==> config.mk <==
export PLATFORM = sky130hd
export DESIGN_NAME = shelf_atlas_packer_flat
export DESIGN_NICKNAME = d
export VERILOG_FILES = /design/src/rtl/sap_pkg.sv /design/src/rtl/sap_if.sv /design/src/rtl/sap_front.sv /design/src/rtl/sap_queue.sv /design/src/rtl/sap_back.sv /design/src/rtl/shelf_atlas_packer.sv /design/src/flat_wrapper.sv
export VERILOG_INCLUDE_DIRS = /design/src /design/src/rtl
export SDC_FILE = /design/constraint.sdc
export NUM_CORES = 1
export LEC_CHECK = 0
export ABC_CLOCK_PERIOD_IN_PS = 29500
export BUFFER_PORTS_ARGS = -buffer_cell sky130_fd_sc_hd__clkbuf_2
export CAP_MARGIN = 20
export CORE_UTILIZATION = 25
export DETAILED_ROUTE_END_ITERATION = 8
export PLACE_DENSITY = 0.45
export SLEW_MARGIN = 25
export SYNTH_ARGS = -nofsm -noshare
export SYNTH_HDL_FRONTEND = slang
export SYNTH_SLANG_ARGS = --single-unit
export TNS_END_PERCENT = 100
==> constraint.sdc <==
create_clock -name clk_i -period 29.5 [get_ports clk_i]
set_input_delay 7.375 -clock clk_i [delete_from_list [all_inputs] [get_ports clk_i]]
set_output_delay 7.375 -clock clk_i [all_outputs]
set_load 0.05 [all_outputs]
==> src/rtl/shelf_atlas_packer_assert.svh <==
// Assertion macros shared by the shelf atlas packer RTL.
// Included by the modules that check their own control logic; no other dependencies.
`ifndef SHELF_ATLAS_PACKER_ASSERT_SVH
`define SHELF_ATLAS_PACKER_ASSERT_SVH

// Check a property on every rising clock edge, skipped while reset is low.
`define SAP_ASSERT(lbl, clk, rstn, prop) \
  lbl: assert property (@(posedge clk) disable iff (!rstn) prop) \
    else $error("shelf atlas packer check failed");

// Check a property that must also hold during reset.
`define SAP_ASSERT_ALWAYS(lbl, clk, prop) \
  lbl: assert property (@(posedge clk) prop) \
    else $error("shelf atlas packer check failed");

`endif

==> src/rtl/sap_pkg.sv <==
// Types, constants and helper functions of the shelf atlas packer.
// No dependencies; sap_front, sap_queue, sap_back and the top level import this package.
package sap_pkg;

  localparam logic [15:0] EXT_SAT     = 16'd32768;
  localparam logic [12:0] ITEM_SAT    = 13'd4096;
  localparam logic [14:0] SIDE_RESET  = 15'd1024;
  localparam int unsigned QUEUE_DEPTH = 4;
  localparam int unsigned QPTR_W      = $clog2(QUEUE_DEPTH);

  // Emission phase of the back end for one queued bundle.
  typedef enum logic [1:0] {
    PH_OPEN,
    PH_PLACE,
    PH_CLOSE
  } phase_e;

  // Raw extents and item count of one closed atlas.
  typedef struct packed {
    logic [15:0] ext_w;
    logic [15:0] ext_h;
    logic [12:0] items;
  } atlas_stat_t;

  // Everything one rectangle produces, classified by the front end.
  typedef struct packed {
    logic        rep1_v;
    logic [15:0] rep1_atlas;
    atlas_stat_t rep1_stat;
    logic [14:0] pos_x;
    logic [14:0] pos_y;
    logic [15:0] place_atlas;
    logic        rep2_v;
    atlas_stat_t rep2_stat;
  } bundle_t;

  // One result transaction.
  typedef struct packed {
    logic        kind;
    logic [14:0] pos_x;
    logic [14:0] pos_y;
    logic [15:0] atlas_number;
    logic [15:0] atlas_width;
    logic [15:0] atlas_height;
    logic [12:0] items_in_atlas;
    logic        worth_building;
    logic        run_end;
  } result_t;

  // Smallest power of two not below v, at least 1 (v never exceeds 32768).
  function automatic logic [15:0] round_pow2(input logic [15:0] v);
    logic [15:0] m;
    if (v <= 16'd1) begin
      return 16'd1;
    end
    m = v - 16'd1;
    m = m | (m >> 1);
    m = m | (m >> 2);
    m = m | (m >> 4);
    m = m | (m >> 8);
    return m + 16'd1;
  endfunction

  function automatic result_t make_report(input logic [15:0] atlas, input atlas_stat_t st,
                                          input logic last);
    result_t r;
    r.kind           = 1'b1;
    r.pos_x          = '0;
    r.pos_y          = '0;
    r.atlas_number   = atlas;
    r.atlas_width    = round_pow2(st.ext_w);
    r.atlas_height   = round_pow2(st.ext_h);
    r.items_in_atlas = st.items;
    r.worth_building = (st.items > 13'd1);
    r.run_end        = last;
    return r;
  endfunction

  function automatic result_t make_place(input bundle_t b);
    result_t r;
    r.kind           = 1'b0;
    r.pos_x          = b.pos_x;
    r.pos_y          = b.pos_y;
    r.atlas_number   = b.place_atlas;
    r.atlas_width    = '0;
    r.atlas_height   = '0;
    r.items_in_atlas = '0;
    r.worth_building = 1'b0;
    r.run_end        = !b.rep2_v;
    return r;
  endfunction

endpackage

==> src/rtl/sap_if.sv <==
// Channel interfaces of the shelf atlas packer: rectangles, configuration, results.
// Depends on nothing; each carries valid, ready and its payload.
interface sap_rect_if;
  logic        valid;
  logic        ready;
  logic [14:0] rect_width;
  logic [14:0] rect_height;
  logic        list_end;
  modport source (output valid, rect_width, rect_height, list_end, input ready);
  modport sink (input valid, rect_width, rect_height, list_end, output ready);
endinterface

interface sap_cfg_if;
  logic        valid;
  logic        ready;
  logic [14:0] atlas_side;
  modport source (output valid, atlas_side, input ready);
  modport sink (input valid, atlas_side, output ready);
endinterface

interface sap_result_if;
  logic        valid;
  logic        ready;
  logic        kind;
  logic [14:0] pos_x;
  logic [14:0] pos_y;
  logic [15:0] atlas_number;
  logic [15:0] atlas_width;
  logic [15:0] atlas_height;
  logic [12:0] items_in_atlas;
  logic        worth_building;
  logic        run_end;
  modport source (output valid, kind, pos_x, pos_y, atlas_number, atlas_width, atlas_height,
                  items_in_atlas, worth_building, run_end, input ready);
  modport sink (input valid, kind, pos_x, pos_y, atlas_number, atlas_width, atlas_height,
                items_in_atlas, worth_building, run_end, output ready);
endinterface

==> src/rtl/sap_front.sv <==
// Front end: side register, packing state and per-rectangle classification.
// Depends on sap_pkg and the channel interfaces in sap_if.sv.
module sap_front
  import sap_pkg::*;
#(
  parameter int unsigned MAX_SIDE = 16384
) (
  input  logic         clk_i,
  input  logic         rst_ni,
  sap_rect_if.sink     rect_i,
  sap_cfg_if.sink      cfg_i,
  input  logic         full_i,
  output logic         push_o,
  output bundle_t      push_data_o
);

  localparam logic [15:0] MaxSide = 16'(MAX_SIDE);

  logic [14:0] atlas_side_q;
  logic [15:0] cursor_x_q, cursor_x_d;
  logic [15:0] shelf_top_q, shelf_top_d;
  logic [15:0] shelf_h_q, shelf_h_d;
  logic [15:0] ext_w_q, ext_w_d;
  logic [15:0] ext_h_q, ext_h_d;
  logic [15:0] atlas_q, atlas_d;
  logic [12:0] items_q, items_d;

  logic [15:0] side;
  logic [16:0] row_end, stack_sum, col_end, right_sum, bottom;
  logic        new_row, overflow, rep1_v;
  logic [15:0] cx1, st1, sh1, cx2, st2, sh2, ew2, eh2, sh3, right, ew3, eh3, atlas1;
  logic [12:0] ic2, ic3;

  assign cfg_i.ready  = 1'b1;
  assign rect_i.ready = !full_i;
  assign push_o       = rect_i.valid && !full_i;

  always_comb begin
    side = ({1'b0, atlas_side_q} < MaxSide) ? {1'b0, atlas_side_q} : MaxSide;

    // Start a new shelf when the row would pass the right edge.
    row_end   = {1'b0, cursor_x_q} + 17'(rect_i.rect_width);
    new_row   = row_end > {1'b0, side};
    stack_sum = {1'b0, shelf_top_q} + {1'b0, shelf_h_q};
    cx1 = new_row ? 16'd0 : cursor_x_q;
    st1 = new_row ? (stack_sum[16] ? 16'hFFFF : stack_sum[15:0]) : shelf_top_q;
    sh1 = new_row ? 16'd0 : shelf_h_q;

    // Close the atlas when the shelf would pass the bottom edge.
    col_end  = {1'b0, st1} + 17'(rect_i.rect_height);
    overflow = col_end > {1'b0, side};
    rep1_v   = overflow && (items_q != 13'd0);
    atlas1   = rep1_v ? atlas_q + 16'd1 : atlas_q;
    cx2 = overflow ? 16'd0 : cx1;
    st2 = overflow ? 16'd0 : st1;
    sh2 = overflow ? 16'd0 : sh1;
    ew2 = overflow ? 16'd0 : ext_w_q;
    eh2 = overflow ? 16'd0 : ext_h_q;
    ic2 = overflow ? 13'd0 : items_q;

    // Place and grow the extents.
    sh3       = ({1'b0, rect_i.rect_height} > sh2) ? {1'b0, rect_i.rect_height} : sh2;
    right_sum = {1'b0, cx2} + 17'(rect_i.rect_width);
    right     = right_sum[16] ? 16'hFFFF : right_sum[15:0];
    bottom    = {1'b0, st2} + 17'(rect_i.rect_height);
    ew3 = (right > ew2) ? ((right > EXT_SAT) ? EXT_SAT : right) : ew2;
    eh3 = (bottom > {1'b0, eh2}) ?
          ((bottom > {1'b0, EXT_SAT}) ? EXT_SAT : bottom[15:0]) : eh2;
    ic3 = (ic2 < ITEM_SAT) ? ic2 + 13'd1 : ic2;

    push_data_o.rep1_v          = rep1_v;
    push_data_o.rep1_atlas      = atlas_q;
    push_data_o.rep1_stat.ext_w = ext_w_q;
    push_data_o.rep1_stat.ext_h = ext_h_q;
    push_data_o.rep1_stat.items = items_q;
    push_data_o.pos_x           = cx2[14:0];
    push_data_o.pos_y           = st2[14:0];
    push_data_o.place_atlas     = atlas1;
    push_data_o.rep2_v          = rect_i.list_end;
    push_data_o.rep2_stat.ext_w = ew3;
    push_data_o.rep2_stat.ext_h = eh3;
    push_data_o.rep2_stat.items = ic3;

    // Drop all packing state after the final rectangle of a list.
    if (rect_i.list_end) begin
      cursor_x_d  = '0;
      shelf_top_d = '0;
      shelf_h_d   = '0;
      ext_w_d     = '0;
      ext_h_d     = '0;
      items_d     = '0;
      atlas_d     = '0;
    end else begin
      cursor_x_d  = right;
      shelf_top_d = st2;
      shelf_h_d   = sh3;
      ext_w_d     = ew3;
      ext_h_d     = eh3;
      items_d     = ic3;
      atlas_d     = atlas1;
    end
  end

  always_ff @(posedge clk_i or negedge rst_ni) begin
    if (!rst_ni) begin
      atlas_side_q <= SIDE_RESET;
      cursor_x_q   <= '0;
      shelf_top_q  <= '0;
      shelf_h_q    <= '0;
      ext_w_q      <= '0;
      ext_h_q      <= '0;
      items_q      <= '0;
      atlas_q      <= '0;
    end else begin
      if (cfg_i.valid) begin
        atlas_side_q <= cfg_i.atlas_side;
      end
      if (push_o) begin
        cursor_x_q  <= cursor_x_d;
        shelf_top_q <= shelf_top_d;
        shelf_h_q   <= shelf_h_d;
        ext_w_q     <= ext_w_d;
        ext_h_q     <= ext_h_d;
        items_q     <= items_d;
        atlas_q     <= atlas_d;
      end
    end
  end

endmodule

==> src/rtl/sap_queue.sv <==
// Short bundle queue between the front and back ends of the packer.
// Depends on sap_pkg and the assertion macros header.
`include "shelf_atlas_packer_assert.svh"

module sap_queue
  import sap_pkg::*;
(
  input  logic    clk_i,
  input  logic    rst_ni,
  input  logic    push_i,
  input  bundle_t push_data_i,
  output logic    full_o,
  input  logic    pop_i,
  output logic    head_valid_o,
  output bundle_t head_o
);

  localparam logic [QPTR_W:0] Depth = (QPTR_W + 1)'(QUEUE_DEPTH);

  bundle_t           mem_q [QUEUE_DEPTH];
  logic [QPTR_W-1:0] wr_ptr_q, rd_ptr_q;
  logic [QPTR_W:0]   count_q, count_d;

  assign full_o       = (count_q == Depth);
  assign head_valid_o = (count_q != '0);
  assign head_o       = mem_q[rd_ptr_q];

  always_comb begin
    count_d = count_q;
    if (push_i && !pop_i) begin
      count_d = count_q + 1'b1;
    end else if (pop_i && !push_i) begin
      count_d = count_q - 1'b1;
    end
  end

  always_ff @(posedge clk_i or negedge rst_ni) begin
    if (!rst_ni) begin
      wr_ptr_q <= '0;
      rd_ptr_q <= '0;
      count_q  <= '0;
    end else begin
      count_q <= count_d;
      if (push_i) begin
        wr_ptr_q <= wr_ptr_q + 1'b1;
      end
      if (pop_i) begin
        rd_ptr_q <= rd_ptr_q + 1'b1;
      end
    end
  end

  always_ff @(posedge clk_i) begin
    if (push_i) begin
      mem_q[wr_ptr_q] <= push_data_i;
    end
  end

  `SAP_ASSERT(a_count_bound, clk_i, rst_ni, count_q <= Depth)
  `SAP_ASSERT(a_no_pop_empty, clk_i, rst_ni, pop_i |-> head_valid_o)
  `SAP_ASSERT(a_no_push_full, clk_i, rst_ni, push_i |-> !full_o)

endmodule

==> src/rtl/sap_back.sv <==
// Back end: walks each queued bundle and emits its results through an output register.
// Depends on sap_pkg, sap_if.sv and the assertion macros header.
`include "shelf_atlas_packer_assert.svh"

module sap_back
  import sap_pkg::*;
(
  input  logic          clk_i,
  input  logic          rst_ni,
  input  logic          head_valid_i,
  input  bundle_t       head_i,
  output logic          pop_o,
  sap_result_if.source  result_o
);

  phase_e  phase_q, phase_d, cur_phase;
  logic    valid_q;
  result_t res_q, res_d;
  logic    load, fire, bundle_done;

  // Skip the overflow report when the bundle has none.
  assign cur_phase = (phase_q == PH_OPEN && !head_i.rep1_v) ? PH_PLACE : phase_q;
  assign load      = !valid_q || result_o.ready;
  assign fire      = load && head_valid_i;

  // Next phase.
  always_comb begin
    phase_d = phase_q;
    if (fire) begin
      unique case (cur_phase)
        PH_OPEN:  phase_d = PH_PLACE;
        PH_PLACE: phase_d = head_i.rep2_v ? PH_CLOSE : PH_OPEN;
        PH_CLOSE: phase_d = PH_OPEN;
        default:  phase_d = PH_OPEN;
      endcase
    end
  end

  // Result of the current phase.
  always_comb begin
    unique case (cur_phase)
      PH_OPEN: begin
        res_d       = make_report(head_i.rep1_atlas, head_i.rep1_stat, 1'b0);
        bundle_done = 1'b0;
      end
      PH_PLACE: begin
        res_d       = make_place(head_i);
        bundle_done = !head_i.rep2_v;
      end
      PH_CLOSE: begin
        res_d       = make_report(head_i.place_atlas, head_i.rep2_stat, 1'b1);
        bundle_done = 1'b1;
      end
      default: begin
        res_d       = '0;
        bundle_done = 1'b1;
      end
    endcase
  end

  assign pop_o = fire && bundle_done;

  always_ff @(posedge clk_i or negedge rst_ni) begin
    if (!rst_ni) begin
      phase_q <= PH_OPEN;
      valid_q <= 1'b0;
    end else begin
      phase_q <= phase_d;
      if (load) begin
        valid_q <= head_valid_i;
      end
    end
  end

  always_ff @(posedge clk_i) begin
    if (fire) begin
      res_q <= res_d;
    end
  end

  assign result_o.valid          = valid_q;
  assign result_o.kind           = res_q.kind;
  assign result_o.pos_x          = res_q.pos_x;
  assign result_o.pos_y          = res_q.pos_y;
  assign result_o.atlas_number   = res_q.atlas_number;
  assign result_o.atlas_width    = res_q.atlas_width;
  assign result_o.atlas_height   = res_q.atlas_height;
  assign result_o.items_in_atlas = res_q.items_in_atlas;
  assign result_o.worth_building = res_q.worth_building;
  assign result_o.run_end        = res_q.run_end;

  `SAP_ASSERT(a_pop_marks_end, clk_i, rst_ni, pop_o |=> (valid_q && res_q.run_end))
  `SAP_ASSERT(a_phase_idle_empty, clk_i, rst_ni, !head_valid_i |-> !pop_o)
  `SAP_ASSERT(a_close_has_end, clk_i, rst_ni,
              (fire && cur_phase == PH_CLOSE) |-> pop_o)

endmodule

==> src/rtl/shelf_atlas_packer.sv <==
// Top level of the shelf atlas packer: front end, bundle queue and back end.
// Depends on sap_pkg, sap_if.sv, sap_front, sap_queue and sap_back.
//
//   channel   direction  payload                                          accepted when
//   rect_i    in         rect_width, rect_height, list_end                valid && ready
//   cfg_i     in         atlas_side                                       valid && ready
//   result_o  out        kind, pos_x, pos_y, atlas_number, atlas_width,   valid && ready
//                        atlas_height, items_in_atlas, worth_building,
//                        run_end
//
// A rectangle is taken every cycle while the four-entry bundle queue has room; it leaves
// one to three result transactions, which the back end emits through its output register at
// one per cycle while result_o is ready, so the sustained rate is one rectangle per cycle
// for plain placements and lower when overflow and flush reports follow.
// Reset clears all packing state, empties the queue and loads an atlas side of 1024.
// Stalls on result_o back up into the queue only; the front end keeps accepting until full.
module shelf_atlas_packer
  import sap_pkg::*;
#(
  parameter int unsigned MAX_SIDE = 16384
) (
  input  logic          clk_i,
  input  logic          rst_ni,
  sap_rect_if.sink      rect_i,
  sap_cfg_if.sink       cfg_i,
  sap_result_if.source  result_o
);

  // Front to queue.
  logic    push, full;
  bundle_t push_data;

  // Queue to back end.
  logic    pop, head_valid;
  bundle_t head;

  // Classify each rectangle and advance the packing state at once.
  sap_front #(
    .MAX_SIDE (MAX_SIDE)
  ) u_front (
    .clk_i       (clk_i),
    .rst_ni      (rst_ni),
    .rect_i      (rect_i),
    .cfg_i       (cfg_i),
    .full_i      (full),
    .push_o      (push),
    .push_data_o (push_data)
  );

  // Hold classified bundles so a stalled result side does not stop the front end.
  sap_queue u_queue (
    .clk_i        (clk_i),
    .rst_ni       (rst_ni),
    .push_i       (push),
    .push_data_i  (push_data),
    .full_o       (full),
    .pop_i        (pop),
    .head_valid_o (head_valid),
    .head_o       (head)
  );

  // Expand each bundle into its report, placement and flush transactions.
  sap_back u_back (
    .clk_i        (clk_i),
    .rst_ni       (rst_ni),
    .head_valid_i (head_valid),
    .head_i       (head),
    .pop_o        (pop),
    .result_o     (result_o)
  );

endmodule

==> src/flat_wrapper.sv <==
// flat-port wrapper written by rule: the top's interface ports become plain ports
module shelf_atlas_packer_flat import sap_pkg::*;
#(
  parameter int unsigned MAX_SIDE = 16384
)
  (clk_i, rst_ni, rect_i_valid, rect_i_rect_width, rect_i_rect_height, rect_i_list_end, rect_i_ready, cfg_i_valid, cfg_i_atlas_side, cfg_i_ready, result_o_valid, result_o_kind, result_o_pos_x, result_o_pos_y, result_o_atlas_number, result_o_atlas_width, result_o_atlas_height, result_o_items_in_atlas, result_o_worth_building, result_o_run_end, result_o_ready);
  sap_rect_if rect_i_i ();
  sap_cfg_if cfg_i_i ();
  sap_result_if result_o_i ();
  input  logic clk_i;
  input  logic rst_ni;
  input wire logic [$bits(rect_i_i.valid)-1:0] rect_i_valid;
  input wire logic [$bits(rect_i_i.rect_width)-1:0] rect_i_rect_width;
  input wire logic [$bits(rect_i_i.rect_height)-1:0] rect_i_rect_height;
  input wire logic [$bits(rect_i_i.list_end)-1:0] rect_i_list_end;
  output wire logic [$bits(rect_i_i.ready)-1:0] rect_i_ready;
  input wire logic [$bits(cfg_i_i.valid)-1:0] cfg_i_valid;
  input wire logic [$bits(cfg_i_i.atlas_side)-1:0] cfg_i_atlas_side;
  output wire logic [$bits(cfg_i_i.ready)-1:0] cfg_i_ready;
  output wire logic [$bits(result_o_i.valid)-1:0] result_o_valid;
  output wire logic [$bits(result_o_i.kind)-1:0] result_o_kind;
  output wire logic [$bits(result_o_i.pos_x)-1:0] result_o_pos_x;
  output wire logic [$bits(result_o_i.pos_y)-1:0] result_o_pos_y;
  output wire logic [$bits(result_o_i.atlas_number)-1:0] result_o_atlas_number;
  output wire logic [$bits(result_o_i.atlas_width)-1:0] result_o_atlas_width;
  output wire logic [$bits(result_o_i.atlas_height)-1:0] result_o_atlas_height;
  output wire logic [$bits(result_o_i.items_in_atlas)-1:0] result_o_items_in_atlas;
  output wire logic [$bits(result_o_i.worth_building)-1:0] result_o_worth_building;
  output wire logic [$bits(result_o_i.run_end)-1:0] result_o_run_end;
  input wire logic [$bits(result_o_i.ready)-1:0] result_o_ready;
  assign rect_i_i.valid = rect_i_valid;
  assign rect_i_i.rect_width = rect_i_rect_width;
  assign rect_i_i.rect_height = rect_i_rect_height;
  assign rect_i_i.list_end = rect_i_list_end;
  assign rect_i_ready = rect_i_i.ready;
  assign cfg_i_i.valid = cfg_i_valid;
  assign cfg_i_i.atlas_side = cfg_i_atlas_side;
  assign cfg_i_ready = cfg_i_i.ready;
  assign result_o_valid = result_o_i.valid;
  assign result_o_kind = result_o_i.kind;
  assign result_o_pos_x = result_o_i.pos_x;
  assign result_o_pos_y = result_o_i.pos_y;
  assign result_o_atlas_number = result_o_i.atlas_number;
  assign result_o_atlas_width = result_o_i.atlas_width;
  assign result_o_atlas_height = result_o_i.atlas_height;
  assign result_o_items_in_atlas = result_o_i.items_in_atlas;
  assign result_o_worth_building = result_o_i.worth_building;
  assign result_o_run_end = result_o_i.run_end;
  assign result_o_i.ready = result_o_ready;
  shelf_atlas_packer #(.MAX_SIDE(MAX_SIDE)) u_core (.clk_i(clk_i), .rst_ni(rst_ni), .rect_i(rect_i_i), .cfg_i(cfg_i_i), .result_o(result_o_i));
endmodule
==> results of run 1 <==
## worst max-delay path: cells and delay by family
family / cells / cell delay [ns]
xor gates and xnor gates: 2 / 0.22
and+or+nand+nor: 18 / 3.42
adders and majority gates: 7 / 2.22
muxes: 1 / 0.29
buffers and inverters: 6 / 1.59
AOI/OAI and AO/OA: 26 / 5.28
## final cells by class
cell class	instances	area, sq um	area share, %
Timing Repair Buffer	185	1055	2.211
Clock inverter	47	575.6	1.206
Inverter	106	397.9	0.8339
Multi-Input combinational cell	1911	15690	32.87
Tap cell	2175	2721	5.704
Clock buffer	131	2594	5.436
Sequential cell	844	24680	51.73
## stage by stage
step	instances	instance area (sq um)	hold WS, ns
floorplan	2976	41180	0.4636
global placement	5221	44540	0.4838
detailed placement	5221	44540	0.4864
CTS	5399	47710	0.5002
global route	5399	47710	0.5270
finish	5399	47710	0.4956
## routing by layer
metal	up-vias	track usage (%)
met5	-	0
met4	0	3.325
met3	115	2.011
met2	464	22.12
met1	12860	19.71
li1	11840	-
## cells in the final DEF, fill, tap and decap left out, types with 23 or more instances in the layout
master,instances
inv_1,104
a21o_1,37
xnor2_1,85
nand4_1,30
and2_1,50
a22o_1,43
buf_4,37
nand2_1,254
o22ai_1,38
clkbuf_16,96
o21ai_0,106
nand3_1,50
nand2b_1,26
ha_1,176
nor4_1,24
clkbuf_2,145
xor2_1,52
edfxtp_1,710
clkbuf_1,29
o21a_1,29
nor3_1,39
a21oi_1,103
mux2i_1,47
dfrtp_1,130
mux4_2,152
nor2_1,173
nor2b_1,54
a31oi_1,23
o31ai_1,27
## worst max-delay path by stage
stage,start,end,depth (start not counted)
floorplan,rect_i_rect_width[0],u_core.u_front.ext_h_q[12],63
global placement,rect_i_rect_width[0],u_core.u_queue.mem_q[0][13],56
detailed placement,rect_i_rect_width[0],u_core.u_queue.mem_q[3][13],56
CTS,rect_i_rect_width[0],u_core.u_queue.mem_q[3][13],56
global route,rect_i_rect_width[0],u_core.u_queue.mem_q[3][13],60
finish,rect_i_rect_width[0],u_core.u_queue.mem_q[3][13],60
## cells by family (layout without fill, tap and decap cells)
family,after synthesis,count (layout),share of synthesized area [%]
other,1,1,0.009106
adders and majority gates,182,182,5.639
muxes,220,220,10.07
xor gates and xnor gates,137,137,2.914
and+or+nand+nor,808,808,9.923
DFF,844,844,59.92
AOI/OAI and AO/OA,563,563,9.340
buffers and inverters,221,469,2.191
## state kept, by name, indices dropped and copies added (netlist names), 16 cells and up
name and flops:
u_core.u_queue.mem_q 616, u_core.u_front.shelf_h_q 16, u_core.u_front.ext_w_q 16, u_core.u_back.result_o.atlas_width 16, u_core.u_back.result_o.atlas_height 16, u_core.u_front.shelf_top_q 16, u_core.u_front.cursor_x_q 16, u_core.u_front.atlas_q 16
u_core.u_front.ext_h_q 16, u_core.u_back.result_o.atlas_number 16
==> metrics.txt, run 1 <==
share of the synthesized area in the top cell type 51.77%; max-cap viol count 0; main area contributors after synthesis edfxtp_1 (52%), mux4_2 (8.3%), dfrtp_1 (8.1%); crit path max-delay cell type buf_4; count of routing violations after the opening detailed-route iteration 1679; clock tree from TritonCTS built; highest clock frequency the design can meet 50.04 MHz; post-synthesis register bit count 844; layout-stage area growth over the synthesis result 15.86%; DR DRC count 0; Core Footprint 163100 sq um; synthesized netlist cell count approximately 3000; final core utilization 29.25%; Setup Buffers After CTS 0; DRT antenna net count 0; Final Wtd Congestion roughly 0.83; initial core utilization 25.24%; mean cell area of the mapped netlist 13.84 sq um; vias in the first global route 26050; startpoint of the lowest-slack hold path u_core.u_queue.count_q[2]; biggest area consumer among synthesized cells edfxtp_1; Port Buffer Count 146; post-synthesis instance area 41180 sq um; part of the Yosys area used for sequential elements 59.92%; max-slew violation count 0; critical path launch point type input pin; combined global-route utilization of all metal layers 13.86%; run status complete, no violations; clk root buf clkbuf_16; total inserted antenna cells 0; die height 407.9 microns; minimum clock period around 20 ns; ports placed on the boundary 148; latest clock arrival within the worst-skew pair 0.70 ns; final count of negative-setup-slack endpoints 0; worst min path class register to register; fraction of final layout cells sized beyond drive strength 1 17.21%; cell types with the highest counts after synthesis edfxtp_1 (710), nand2_1 (255), ha_1 (176), nor2_1 (175), mux4_2 (152); cell repeated most along the worst path o21ai_0; Final TNS setup 0 ns; slack of the critical path roughly 9.5 ns; slack of the worst reg-to-reg path 15.87 ns; setup slack after placement 8.723 ns; number of nets at the end of the flow roughly 3400; detailed-routing iteration count for the pre-antenna-repair pass 5; number of nets in the synthesized netlist 3209; fill cell instance count of the final layout 16430; largest fanout on the critical path 57; FFs w/ async S/R, synth 15.88%; grt total ovfl 0; DR top layer met4; routed wire length 116100 microns; data arrival time at the worst-slack endpoint 20.40 ns; unrepaired setup endpoints after global routing no; number of buffers between clock root and the deepest sink 3; met2 wire len 53550 microns; wire length of the first global-routing pass 174600 microns; Final Hold Vio Count 0; clk slew on worst S/H paths 0.06 ns; floorplan die area roughly 170000 sq um; number of cells on the worst reg-to-reg path between 50 and 60; Rows roughly 150; routed wl met3 4647 microns; largest stage delay on the critical path approximately 0.53 ns; startpoint-to-endpoint class of the critical path input pin to register; required arrival time at the worst endpoint 29.92 ns; Reg-to-Reg End u_core.u_queue.mem_q[3][13]; predominant post-synthesis flop cell edfxtp_1; Worst R2R Start u_core.u_front.cursor_x_q[0]; top-count cell post-synth edfxtp_1; portion of the clock cycle consumed by the worst path in the final layout 67.75%; number of gates resized after cts 0; Hold Crit Endpoint u_core.u_queue.count_q[2]; number of enable-type register cells in the synthesized netlist 710; type of element capturing the critical path register; Ys Warns 0; clock net sink count approximately 840; vias per cell between 4 and 5; largest net degree at the start of global routing 99; distinct cell type count of the synthesized netlist 102; via count of the routed design 25270; number of cells traversed by the worst hold path 1; CTS buffer count 96; relative max-transition margin 31.69%; Least-Margin Pin Slew 1.025 ns; Metal-1 WL about 56000 microns; final worst clock skew 0.02632 ns; drt wl/cell 21.50 microns; DP Wirelength 77970 microns; number of antenna violations at the first check in global routing 7; H-tree level count 3; number of buffers inserted for hold repair after clock tree synthesis 0; floorplan die width 407.9 microns
Power of run 1 is left out: the tool's default activity adds up to more than one toggle a clock period on the data nets, which glitch-free logic cannot reach.
==> run 2: changes to the inputs <==
Settings changed: ABC_CLOCK_PERIOD_IN_PS 29500 to 18000, PLACE_DENSITY 0.45 to 0.46.
Clock period 29.5 ns to 18 ns, I/O delays scaled along.
==> metrics.txt, run 2 (synthesis results as in run 1) <==
run status complete, no violations (unchanged); GRT Max-Usage Layer met2 (unchanged); die height 407.9 microns (unchanged); max FFs per register 616 (unchanged); layout-stage area growth over the synthesis result 15.76% (was 15.86%); startpoint-to-endpoint class of the critical path input pin to register (unchanged); grt total ovfl 0 (unchanged); H-tree level count 3 (unchanged); critical path launch point type input pin (unchanged); number of antenna violations at the first check in global routing 9 (was 7); Final Wtd Congestion 0.8269 (was 0.8339); placed instance count 5228 (was 5221); crit path max-delay cell type nor2_1 (was buf_4); fraction of final layout cells sized beyond drive strength 1 17.48% (was 17.21%); number of gates resized after cts 0 (unchanged); data arrival time at the worst-slack endpoint 17.19 ns (was 20.40 ns); relative max-transition margin 31.56% (was 31.69%); via count of the routed design 25350 (was 25270); GR Layer Usage met3 1.869% (was 2.011%); cell repeated most along the worst path ha_1 (was o21ai_0); portion of the clock cycle consumed by the worst path in the final layout 93.14%; Final Hold Vio Count 0 (unchanged); number of buffers between clock root and the deepest sink 3 (unchanged); most common library cell in the layout ignoring fill and taps edfxtp_1 (unchanged); vias in the first global route 26130 (was 26050); Reg with most FFs u_core.u_queue.mem_q (unchanged); drt wl/cell 21.38 microns (was 21.50 microns); CTS buffer count 94 (was 96); Port Buffer Count 146 (unchanged); largest fanout on the critical path 32 (was 57); vias per cell 4.690 (was 4.681); required arrival time at the worst endpoint 18.42 ns (was 29.92 ns); type of element capturing the critical path register (unchanged); DP Wirelength 78650 microns (was 77970 microns); Setup Buffers After CTS 0 (unchanged); Final TNS setup 0 ns (unchanged); final worst clock skew 0.03901 ns (was 0.02632 ns); largest net degree at the start of global routing 127 (was 99); detailed-routing iteration count for the pre-antenna-repair pass 5 (unchanged); combined global-route utilization of all metal layers 13.87% (was 13.86%); floorplan die area 166400 sq um (unchanged); most frequent cells in the layout edfxtp_1 (710), nand2_1 (254), ha_1 (176), nor2_1 (174), mux4_2 (152) (was edfxtp_1 (710), nand2_1 (254), ha_1 (176), nor2_1 (173), mux4_2 (152)); initial core utilization 25.24% (unchanged); max-cap viol count 0 (unchanged); latest clock arrival within the worst-skew pair 0.71 ns (was 0.70 ns); count of routing violations after the opening detailed-route iteration 1586 (was 1679); largest stage delay on the critical path 0.58 ns (was 0.53 ns); clock net sink count 844 (unchanged); wire length of the first global-routing pass 174200 microns (was 174600 microns); number of nets at the end of the flow 3382 (was 3377); Rows 148 (unchanged); clk slew on worst S/H paths 0.06 ns (about the same); met2 track demand over resource 21.75% (was 22.12%); highest clock frequency the design can meet 59.65 MHz; placed cell areas 44580 sq um (was 44540 sq um); DRT antenna net count 0 (unchanged); worst min path class register to register (unchanged); area of all placed cells without fillers 47670 sq um (was 47710 sq um); floorplan die width 407.9 microns (unchanged); max-slew violation count 0 (unchanged); routed wire length 115600 microns (was 116100 microns); slack of the critical path 1.235 ns (was 9.515 ns); ports placed on the boundary 148 (unchanged); Least-Margin Pin Slew 1.027 ns (was 1.025 ns); met1 routing resource usage after global routing 19.87% (was 19.71%); final count of negative-setup-slack endpoints 0 (unchanged); number of buffers inserted for hold repair after clock tree synthesis 0 (unchanged); Core Footprint 163100 sq um (unchanged); clk root buf clkbuf_16 (unchanged); clock tree from TritonCTS built (unchanged); number of standard cells in the layout, taps in and fillers out 5405 (was 5399); DR DRC count 0 (unchanged); unrepaired setup endpoints after global routing no (unchanged); minimum clock period 16.77 ns; setup slack after placement 0.4401 ns (was 8.723 ns)
## run 2: cell count changes in the layout (fill, tap and decap cells not counted), moves of 4 or more
cell,previous run,this run
buf_4,37,45
clkinv_2,9,17
clkbuf_1,29,15
clkinvlp_4,6,2
clkinv_1,12,19
## run 2: metal layers
layer	vias to the layer above	part of all wire (%)
li1	11860	-
met1	12880	48
met2	475	46
met3	135	3.8
met4	0	2.2
met5	-	0
## run 2: cell type report
type,count,area (sq um)
tap,2175,2721
timing repair buffer,192,1095
fill,16430,115500
clock inverter,58,558.0
multi-input combinational,1911,15690
clock buffer,116,2516
antenna,3,7.507
inverter,106,397.9
sequential,844,24680
## run 2: worst paths after layout
check	depth (start not counted)	slack, ns	start	end
hold / removal	1	0.50	u_core.u_queue.count_q[2]	u_core.u_queue.count_q[2]
setup reg to reg	55	4.72	u_core.u_front.cursor_x_q[0]	u_core.u_queue.mem_q[2][23]
min in group asynchronous	1	3.72	rst_ni	u_core.u_back.result_o.valid
max in group asynchronous	2	13.02	rst_ni	u_core.u_queue.rd_ptr_q[0]
setup / recovery	56	1.23	rect_i_rect_width[0]	u_core.u_queue.mem_q[2][23]
hold reg to reg	1	0.50	u_core.u_queue.count_q[2]	u_core.u_queue.count_q[2]
## run 2: metrics by stage
stage | hold slack, ns | utilization, %
global placement | 0.4826 | 27.33
detailed placement | 0.4856 | 27.33
CTS | 0.4959 | 29.21
global route | 0.5112 | 29.22
finish | 0.4982 | 29.22
floorplan | 0.4636 | -
## run 2: worst max-delay path: cells and delay by family
family | cells | cell delay (ns)
and+or+nand+nor | 15 | 3.18
AOI/OAI and AO/OA | 26 | 5.76
muxes | 1 | 0.28
xor gates and xnor gates | 2 | 0.23
buffers and inverters | 5 | 1.03
adders and majority gates | 7 | 2.19
Power of run 2 is left out for the same reason.
==> run 3: changes to the inputs <==
Settings changed: ABC_CLOCK_PERIOD_IN_PS 18000 to 16200, CORE_MARGIN set to 1.5, PLACE_DENSITY 0.46 to 0.45.
Clock period 18 ns to 16.2 ns, I/O delays scaled along.
==> metrics.txt, run 3 (synthesis results as in run 1) <==
Worst R2R Start u_core.u_front.cursor_x_q[0] (unchanged); floorplan die width 408.9 microns (was 407.9 microns); via count of the routed design 25400 (was 25350); startpoint of the worst setup timing path rect_i_rect_width[0] (unchanged); Final Hold Vio Count 0 (unchanged); number of buffers between clock root and the deepest sink 3 (unchanged); critical path launch point type input pin (unchanged); max FFs per register 616 (unchanged); Least-Margin Pin Slew 0.9912 ns (was 1.027 ns); vias per cell 4.671 (was 4.690); floorplan die area 167200 sq um (was 166400 sq um); H-tree level count 3 (unchanged); combined global-route utilization of all metal layers 13.77% (was 13.87%); die height 408.9 microns (was 407.9 microns); number of buffers inserted for hold repair after clock tree synthesis 0 (unchanged); latest clock arrival within the worst-skew pair 0.72 ns (was 0.71 ns); most frequent cells in the layout edfxtp_1 (710), nand2_1 (253), ha_1 (176), nor2_1 (169), mux4_2 (152) (was edfxtp_1 (710), nand2_1 (254), ha_1 (176), nor2_1 (174), mux4_2 (152)); ports placed on the boundary 148 (unchanged); relative max-transition margin 33.92% (was 31.56%); CTS buffer count 95 (was 94); clk root buf clkbuf_16 (unchanged); clock tree from TritonCTS built (unchanged); Core Footprint 163100 sq um (unchanged); detailed-routing iteration count for the pre-antenna-repair pass 5 (unchanged); Final TNS setup 0 ns (unchanged); startpoint-to-endpoint class of the critical path input pin to register (unchanged); clock net sink count 844 (unchanged); final count of negative-setup-slack endpoints 0 (unchanged); DR DRC count 0 (unchanged); grt total ovfl 0 (unchanged); fraction of final layout cells sized beyond drive strength 1 19.45% (was 17.48%); number of antenna violations at the first check in global routing 6 (was 9); data arrival time at the worst-slack endpoint 15.72 ns (was 17.19 ns); wire length of the first global-routing pass 173400 microns (was 174200 microns); number of cells on the worst reg-to-reg path 55 (unchanged); type of element capturing the critical path register (unchanged); drt wl/cell 21.37 microns (was 21.38 microns); final core utilization 29.51% (was 29.22%); number of standard cells in the layout, taps in and fillers out 5437 (was 5405); portion of the clock cycle consumed by the worst path in the final layout 94.34%; number of cells traversed by the worst hold path 1 (unchanged); largest fanout on the critical path 23 (was 32); initial core utilization 25.24% (unchanged); count of routing violations after the opening detailed-route iteration 1552 (was 1586); largest stage delay on the critical path 0.49 ns (was 0.58 ns); Rows 148 (unchanged); DRT antenna net count 0 (unchanged); highest clock frequency the design can meet 65.43 MHz; crit path max-delay cell type or4b_1 (was nor2_1); largest net degree at the start of global routing 120 (was 127); number of nets at the end of the flow 3411 (was 3382); routed wire length 116200 microns (was 115600 microns); run status complete, no violations (unchanged); final worst clock skew 0.04369 ns (was 0.03901 ns); most common library cell in the layout ignoring fill and taps edfxtp_1 (unchanged); placed instance count 5251 (was 5228); DP Wirelength 78440 microns (was 78650 microns); Port Buffer Count 146 (unchanged); layout-stage area growth over the synthesis result 16.89% (was 15.76%); unrepaired setup endpoints after global routing yes (was no); startpoint of the lowest-slack hold path u_core.u_queue.count_q[2] (unchanged); max-slew violation count 0 (unchanged); max-cap viol count 0 (unchanged); Hold Crit Endpoint u_core.u_queue.count_q[2] (unchanged); Reg-to-Reg End u_core.u_queue.mem_q[3][18] (was u_core.u_queue.mem_q[2][23]); worst min path class register to register (unchanged); cell repeated most along the worst path a21oi_1 (was ha_1); clk slew on worst S/H paths 0.06 ns (about the same); Final Wtd Congestion 0.8279 (was 0.8269); fill cell instance count of the final layout 16500 (was 16430); slack of the worst reg-to-reg path 3.92 ns (was 4.72 ns); minimum clock period around 15 ns; Reg with most FFs u_core.u_queue.mem_q (unchanged); vias in the first global route 25980 (was 26130); required arrival time at the worst endpoint 16.64 ns (was 18.42 ns)
## run 3: cell types whose count changed in the layout (fill, tap and decap cells not counted), sizes merged
cell	previous run	this run
clkinvlp	2	4
diode	3	2
bufinv	8	6
buf	47	74
a211oi	22	23
clkinv	43	49
inv	111	110
## run 3: worst max-delay path, delay by kind of cell
| kind | cells | cell delay (ns) |
|---|---|---|
| buffers and inverters | 6 | 0.88 |
| XOR/XNOR | 3 | 0.60 |
| AND/OR/NAND/NOR | 11 | 2.77 |
| AO/OA/AOI/OAI | 29 | 5.18 |
| adder cells (fa/ha/maj) | 7 | 2.22 |
## run 3: repair_timing
action / CTS / global route
setup endpoints to repair: 0 / 159
buffers inserted: 0 / 3
resized for setup: 0 / 48
## run 3: worst max-delay path by stage
stage,end,slack [ns],cells after the start
after floorplan,u_core.u_front.ext_h_q[12],0.23,63
after global placement,u_core.u_queue.mem_q[1][33],-0.33,60
after detailed placement,u_core.u_queue.mem_q[1][29],-0.33,59
after CTS,u_core.u_queue.mem_q[0][20],0.41,56
after global routing,u_core.u_queue.mem_q[0][25],-0.11,59
final,u_core.u_queue.mem_q[3][18],0.92,56
## run 3: layout make-up
| type | count | area, sq um | share of cell area (%) |
|---|---|---|---|
| flip-flops and latches | 844 | 24680 | 51.28 |
| multi-input cells | 1912 | 15910 | 33.06 |
| well taps | 2175 | 2721 | 5.654 |
| clock buffers | 116 | 2497 | 5.188 |
| repair buffers | 219 | 1371 | 2.849 |
| clock inverters | 63 | 544.3 | 1.131 |
| inverters | 106 | 397.9 | 0.8266 |
| diodes | 2 | 5.005 | 0.01040 |
## run 3: per-stage QoR
stage                     hold WS [ns]  instance area [sq um]  setup WS [ns]
after global routing            0.5073                  48130        -0.1106
after detailed placement        0.4806                  44810        -0.3305
final                           0.4883                  48130         0.9170
after CTS                       0.4973                  47850         0.4075
after floorplan                 0.4636                  41180         0.2335
after global placement          0.4853                  44800        -0.3313
## run 3: per-layer routing
layer / up-vias / wire length, microns / track usage (%)
li1: 11920 / - / -
met4: 2 / 2316 / 3.967
met3: 126 / 4530 / 2.017
met1: 12920 / 56370 / 19.55
met5: - / 13 / 0
met2: 433 / 52970 / 21.69
Power of run 3 is left out for the same reason.
